### src/rtl/qph_pkg.sv
`default_nettype none
// ----------------------------------------------------------------------------
// qph_pkg
// Shared types and constants for the quadratic probing hash table.
// ----------------------------------------------------------------------------
package qph_pkg;

    localparam int TABLE_SIZE   = 16;
    localparam int SLOT_W       = $clog2(TABLE_SIZE);
    localparam int CNT_W        = SLOT_W + 1;
    localparam int KEY_W        = 16;
    localparam int SLOT_FIELD_W = 4;

    localparam logic KIND_INSERT = 1'b0;
    localparam logic KIND_SEARCH = 1'b1;

    typedef enum logic [1:0] {
        STAT_INSERTED = 2'd0,
        STAT_FULL     = 2'd1,
        STAT_FOUND    = 2'd2,
        STAT_MISSING  = 2'd3
    } status_t;

    typedef struct packed {
        logic             kind;
        logic [KEY_W-1:0] key;
    } req_t;

    typedef struct packed {
        status_t                 status;
        logic [SLOT_FIELD_W-1:0] slot;
    } rsp_t;

    // completion report from the probe engine
    typedef struct packed {
        logic valid;
        rsp_t rsp;
    } done_t;

    // key store access
    typedef struct packed {
        logic              rd_en;
        logic [SLOT_W-1:0] rd_addr;
        logic              wr_en;
        logic [SLOT_W-1:0] wr_addr;
        logic [KEY_W-1:0]  wr_data;
    } ram_req_t;

endpackage
`default_nettype wire

### src/rtl/qph_ram.sv
`default_nettype none
// ----------------------------------------------------------------------------
// qph_ram
// Generic single write port, single read port RAM with registered read.
// ----------------------------------------------------------------------------
module qph_ram #(
    parameter int WIDTH = 16,
    parameter int DEPTH = 16
) (
    input  wire logic                     clk,
    input  wire logic                     wr_en,
    input  wire logic [$clog2(DEPTH)-1:0] wr_addr,
    input  wire logic [WIDTH-1:0]         wr_data,
    input  wire logic                     rd_en,
    input  wire logic [$clog2(DEPTH)-1:0] rd_addr,
    output logic      [WIDTH-1:0]         rd_data
);

    logic [WIDTH-1:0] mem [DEPTH];

    always_ff @(posedge clk)
    begin
        if (wr_en)
        begin
            mem[wr_addr] <= wr_data;
        end
        if (rd_en)
        begin
            rd_data <= mem[rd_addr];
        end
    end

endmodule
`default_nettype wire

### src/rtl/qph_probe.sv
`default_nettype none
// ----------------------------------------------------------------------------
// qph_probe
// Probe sequencer: walks home + i*i, holds the slot valid bits, drives the
// key store and compares returned keys one probe behind the issue.
// ----------------------------------------------------------------------------
module qph_probe
    import qph_pkg::*;
(
    input  wire logic             clk,
    input  wire logic             rst_n,
    input  wire logic             req_valid,
    input  wire req_t             req,
    output logic                  req_ready,
    input  wire logic             out_free,
    output done_t                 done,
    output ram_req_t              ram_req,
    input  wire logic [KEY_W-1:0] rd_data
);

    typedef enum logic [1:0] {
        ST_IDLE  = 2'b01,
        ST_PROBE = 2'b10
    } state_t;

    state_t                  state_reg, state_next;
    logic                    kind_reg;
    logic [KEY_W-1:0]        key_reg;
    logic [SLOT_W-1:0]       home_reg;
    logic [SLOT_W-1:0]       off_reg, off_next;
    logic [CNT_W-1:0]        cnt_reg, cnt_next;
    logic                    pend_reg, pend_next;
    logic [SLOT_W-1:0]       pslot_reg, pslot_next;
    logic [TABLE_SIZE-1:0]   valid_reg, valid_next;

    logic [SLOT_W-1:0]       probe_s;
    logic                    hit;
    logic                    accept;

    assign req_ready = (state_reg == ST_IDLE);
    assign accept    = req_valid && req_ready;
    assign probe_s   = home_reg + off_reg;
    assign hit       = pend_reg && (rd_data == key_reg);

    always_comb
    begin
        state_next       = state_reg;
        off_next         = off_reg;
        cnt_next         = cnt_reg;
        pend_next        = pend_reg;
        pslot_next       = pslot_reg;
        valid_next       = valid_reg;
        done             = '0;
        done.rsp.status  = STAT_INSERTED;
        ram_req          = '0;
        ram_req.rd_addr  = probe_s;
        ram_req.wr_addr  = probe_s;
        ram_req.wr_data  = key_reg;

        unique case (state_reg)
            ST_IDLE:
            begin
                if (accept)
                begin
                    state_next = ST_PROBE;
                    off_next   = '0;
                    cnt_next   = '0;
                    pend_next  = 1'b0;
                end
            end
            ST_PROBE:
            begin
                if (out_free)
                begin
                    // earlier probe's compare takes priority over the current probe
                    priority if (hit)
                    begin
                        done.valid      = 1'b1;
                        done.rsp.status = STAT_FOUND;
                        done.rsp.slot   = SLOT_FIELD_W'(pslot_reg);
                        state_next      = ST_IDLE;
                    end
                    else if (cnt_reg == CNT_W'(TABLE_SIZE))
                    begin
                        done.valid      = 1'b1;
                        done.rsp.status = (kind_reg == KIND_INSERT) ? STAT_FULL
                                                                    : STAT_MISSING;
                        state_next      = ST_IDLE;
                    end
                    else if (!valid_reg[probe_s])
                    begin
                        done.valid = 1'b1;
                        state_next = ST_IDLE;
                        if (kind_reg == KIND_INSERT)
                        begin
                            done.rsp.status     = STAT_INSERTED;
                            done.rsp.slot       = SLOT_FIELD_W'(probe_s);
                            ram_req.wr_en       = 1'b1;
                            valid_next[probe_s] = 1'b1;
                        end
                        else
                        begin
                            done.rsp.status = STAT_MISSING;
                        end
                    end
                    else
                    begin
                        if (kind_reg == KIND_SEARCH)
                        begin
                            ram_req.rd_en = 1'b1;
                            pend_next     = 1'b1;
                            pslot_next    = probe_s;
                        end
                        // (i+1)^2 = i^2 + 2i + 1
                        off_next = off_reg + SLOT_W'({cnt_reg, 1'b1});
                        cnt_next = cnt_reg + CNT_W'(1);
                    end
                end
            end
            default:
            begin
                state_next = ST_IDLE;
            end
        endcase
    end

    always_ff @(posedge clk or negedge rst_n)
    begin
        if (!rst_n)
        begin
            state_reg <= ST_IDLE;
            valid_reg <= '0;
            pend_reg  <= 1'b0;
            cnt_reg   <= '0;
            off_reg   <= '0;
        end
        else
        begin
            state_reg <= state_next;
            valid_reg <= valid_next;
            pend_reg  <= pend_next;
            cnt_reg   <= cnt_next;
            off_reg   <= off_next;
        end
    end

    always_ff @(posedge clk)
    begin
        pslot_reg <= pslot_next;
        if (accept)
        begin
            kind_reg <= req.kind;
            key_reg  <= req.key;
            home_reg <= req.key[SLOT_W-1:0];
        end
    end

endmodule
`default_nettype wire

### src/rtl/quadratic_probe_hash_table.sv
`default_nettype none
// Response: registered from the probe engine's completion report. A search
// compares each key store read one probe behind the issue; a spent sequence is
// reported once all TABLE_SIZE probes are used. Probing pauses while a
// response waits. Requests are taken one at a time, the next once probing ends.
// Reset: all slots empty at once (valid bits cleared); key store not cleared.
// ----------------------------------------------------------------------------
// quadratic_probe_hash_table
// Open-addressed key table with quadratic probing, insert and search requests.
// ----------------------------------------------------------------------------
module quadratic_probe_hash_table
    import qph_pkg::*;
(
    input  wire logic clk,
    input  wire logic rst_n,
    input  wire logic req_valid,
    output logic      req_ready,
    input  wire req_t req,
    output logic      rsp_valid,
    input  wire logic rsp_ready,
    output rsp_t      rsp
);

    done_t            done;
    ram_req_t         ram_req;
    logic [KEY_W-1:0] rd_data;
    logic             out_free;
    logic             rsp_valid_reg;
    rsp_t             rsp_reg;

    assign out_free  = !rsp_valid_reg || rsp_ready;
    assign rsp_valid = rsp_valid_reg;
    assign rsp       = rsp_reg;

    qph_probe u_probe (
        .clk       (clk),
        .rst_n     (rst_n),
        .req_valid (req_valid),
        .req       (req),
        .req_ready (req_ready),
        .out_free  (out_free),
        .done      (done),
        .ram_req   (ram_req),
        .rd_data   (rd_data)
    );

    qph_ram #(
        .WIDTH (KEY_W),
        .DEPTH (TABLE_SIZE)
    ) u_key_store (
        .clk     (clk),
        .wr_en   (ram_req.wr_en),
        .wr_addr (ram_req.wr_addr),
        .wr_data (ram_req.wr_data),
        .rd_en   (ram_req.rd_en),
        .rd_addr (ram_req.rd_addr),
        .rd_data (rd_data)
    );

    always_ff @(posedge clk or negedge rst_n)
    begin
        if (!rst_n)
        begin
            rsp_valid_reg <= 1'b0;
        end
        else if (done.valid)
        begin
            rsp_valid_reg <= 1'b1;
        end
        else if (rsp_ready)
        begin
            rsp_valid_reg <= 1'b0;
        end
    end

    always_ff @(posedge clk)
    begin
        if (done.valid)
        begin
            rsp_reg <= done.rsp;
        end
    end

endmodule
`default_nettype wire

### config.mk
export PLATFORM = sky130hd
export DESIGN_NAME = quadratic_probe_hash_table
export DESIGN_NICKNAME = d
export VERILOG_FILES = /design/src/rtl/qph_pkg.sv /design/src/rtl/qph_ram.sv /design/src/rtl/qph_probe.sv /design/src/rtl/quadratic_probe_hash_table.sv
export SDC_FILE = /design/constraint.sdc
export NUM_CORES = 1
export LEC_CHECK = 0
export BUFFER_PORTS_ARGS = -buffer_cell sky130_fd_sc_hd__buf_4
export CAP_MARGIN = 20
export CORE_ASPECT_RATIO = 0.75
export CORE_MARGIN = 2
export CORE_UTILIZATION = 39
export CTS_CLUSTER_SIZE = 40
export DETAILED_ROUTE_END_ITERATION = 16
export GPL_TIMING_DRIVEN = 0
export SYNTH_ARGS = -nofsm -noshare
export SYNTH_HDL_FRONTEND = slang
export SYNTH_HIERARCHICAL = 1
export SYNTH_SLANG_ARGS = --single-unit
### constraint.sdc
create_clock -name clk -period 10.3 [get_ports clk]
set_input_delay 0.515 -clock clk [delete_from_list [all_inputs] [get_ports clk]]
set_output_delay 0.515 -clock clk [all_outputs]
set_load 0.02 [all_outputs]
==> reports/metrics.cfg <==
[outcome]
status=finished, final reports clean

[layout]
stdcell_area_mm2=0.0151
layout.nets=765
largest_reg_flops=256
final_cells=1201
antenna_cells=0
final_util_pct=46.4
drive_above_1_share_pct=25.2
syn2layout_area_growth_pct=16.3
top_register=u_key_store/mem

[place]
portBuffers=28
dp_hpwl_um=18500
dp.cells=1144
gp_congestion=0.804
placed_cell_area_mm2=0.0141

[timing]
drv_slew=0
slew-limit-headroom_pct=28.5
fin_crit_sh_pct=49.7
hold_viol_final=0
worst_pin_slew_ps=1070
min_period_ps=5120
finalSetupTns_ps=0
setup_viol=0
grt_setup_unrepaired=false
fin_skew_ps=27.3
fmax_mhz=195

[cts]
htree_levels=1
clock_sinks=328
cts_buffers=30
path_clk_slew_ps=70
cts.path.max_buffers=3
insertion_delay_ps=590
cts_root_buf=clkbuf_16
cts_tree=done

[min_path]
hold_depth=1
hp-start=req[10]
hold_class=input port to flip-flop

[worst_setup_path]
arrival_ps=5390
critPathKind=flip-flop to flip-flop
reg2reg_depth=11
end_kind=flip-flop
cp-start-kind=flip-flop
crit_required_ps=10570
startpoint=u_probe/key_reg[0]
r2r-start=u_probe/key_reg[0]
cp_max_fo=18

[drt]
drt_wl_total_um=27600
drc=0
via_count=6581
antenna_left=0
drt-wirelength-per-cell_um=23.0
drt_pass1_iterations=6
drt-initial-drc-count=888
via_per_inst=5.48

[synth]
synth_edf_count=299
ys_ff_latch=328
asyncSetResetFlopFracSynth_pct=8.84
yosys_most_used_dff=edfxtp_1
ys_warn_count=6
ys_seq_area_share_pct=74.7
synth_area_mm2=0.0130
synth.avg_cell_area_um2=19.7
syn_nets=688
yosysUniqueCellTypes=59
synth_cells=658

[power_and_ir_drop]
peakVddDrop_uv=119
power_mw=3.34
power_density_mw_per_mm2=221
combPwrFrac_pct=17.7
switching_share_pct=25.9
power_frac_seq_pct=48.1
clockPowerShare_pct=34.2
p_int_mw=2.48
switchingPower_mw=0.867
power.leakage_nw=5.06

[floorplanning]
die_x_um=215
die_y_um=162
start_util_pct=39.9
die_area_mm2=0.0348
ios=29
coreArea_mm2=0.0326
num_rows=57

[grt]
grt_pass1_vias=6805
antenna_found_initial=0
grt_max_degree=30
grt.total_usage_pct=16.0
grt_pass1_wl_um=41800
grt_overflow=0

[job]
max_cap_violations=0

## cell families (layout without fill, tap and decap cells)
| family | count (synthesis) | in the layout | synth area share [%] |
|---|---|---|---|
| buffers and inverters | 39 | 140 | 1.65 |
| multiplexers | 74 | 74 | 12.4 |
| adder cells (fa/ha/maj) | 9 | 9 | 0.982 |
| flip-flops | 328 | 328 | 74.7 |
| AND/OR/NAND/NOR | 112 | 112 | 4.44 |
| AO/OA/AOI/OAI | 76 | 76 | 4.43 |
| XOR/XNOR | 20 | 20 | 1.41 |
## through the flow
| stage | setup slack, ps | hold WS [ps] |
|---|---|---|
| after floorplan | 5580 | 219 |
| after global placement | 3890 | 445 |
| after detailed placement | 5240 | 454 |
| after CTS | 5220 | 72.9 |
| after global routing | 4980 | 80.3 |
| final | 5180 | 101 |
## cells in the mapped netlist, types with 5 or more instances
cell type / n / area (um^2)
a22oi_1: 32 / 240
edfxtp_1: 299 / 8980
mux4_2: 55 / 1240
mux4_1: 11 / 289
buf_4: 7 / 52.6
a31o_2: 5 / 43.8
clkbuf_1: 11 / 41.3
o21bai_1: 8 / 60.1
nor2_1: 21 / 78.8
a21o_1: 6 / 45.0
inv_1: 8 / 30.0
dfrtp_1: 28 / 701
nand2_1: 36 / 135
a21oi_1: 5 / 25.0
xor2_1: 18 / 158
nand3_1: 9 / 45.0
nor3_1: 12 / 60.1
mux2i_1: 8 / 80.1
buf_6: 5 / 56.3
ha_1: 7 / 87.6
## layer usage
metal,up-vias,global-route usage (%),routed length [um]
met5,-,0,0
met4,0,3.79,639
met3,54,3.78,2170
met2,245,24.7,12500
met1,3430,23.3,12200
li1,2852,-,-
## layout by cell type, fill, tap and decap left out, types with 7 or more instances in the layout
cell | Yosys | routed
clkbuf_1 | 11 | 16
nor2_1 | 21 | 9
mux2i_1 | 8 | 8
clkinv_1 | 0 | 7
clkbuf_16 | 0 | 30
buf_4 | 7 | 37
xor2_1 | 18 | 18
a22oi_1 | 32 | 32
nand2_1 | 36 | 36
mux4_2 | 55 | 55
inv_1 | 8 | 8
mux4_1 | 11 | 11
edfxtp_1 | 299 | 299
ha_1 | 7 | 7
buf_6 | 5 | 8
nor2_2 | 1 | 13
nand3_1 | 9 | 9
clkinv_2 | 0 | 7
o21bai_1 | 8 | 8
dfrtp_1 | 28 | 28
nor3_1 | 12 | 8
## repair_timing
action | in CTS | in global routing
buffers inserted | 0 | 0
gates resized for setup | 0 | 0
hold buffers | 1 | 0
hold endpoints to repair | 28 | 0
## final cells by class
type | count | area (um^2)
Inverter | 9 | 33.8
Buffer | 30 | 180
Clock inverter | 21 | 250
Multi-Input combinational cell | 291 | 3120
Timing Repair Buffer | 45 | 497
Fill cell | 2696 | 17500
Clock buffer | 35 | 769
Tap cell | 442 | 553
Sequential cell | 328 | 9710
## power by group through the flow
stage	logic [mW]	clock network [mW]	registers, mW
after global routing	0.637	1.22	1.62
after floorplan	0.427	0	1.61
after detailed placement	0.591	0	1.64
final	0.592	1.14	1.61
after global placement	0.569	0	1.63
after CTS	0.593	1.17	1.61
## path summary, 6_finish.rpt
| check | endpoint | slack [ps] |
|---|---|---|
| max in group asynchronous | u_probe/state_reg[0] | 9550 |
| max | u_key_store/mem[0][3] | 5180 |
| max reg2reg | u_key_store/mem[0][3] | 5180 |
| min reg2reg | u_probe/valid_reg[10] | 470 |
| min in group asynchronous | rsp_valid | 430 |
| min | u_probe/key_reg[10] | 100 |
## worst max-delay path, cell delays in order (launching register included)
cell	delay (ps)
edfxtp_1	690
ha_1	370
fa_1	420
xnor2_2	320
inv_2	200
mux4_1	400
a21boi_2	340
or2_2	220
and4_1	370
or3b_2	560
nor3_2	660
buf_6	270
No activity file was read; power rests on OpenSTA's default activity.
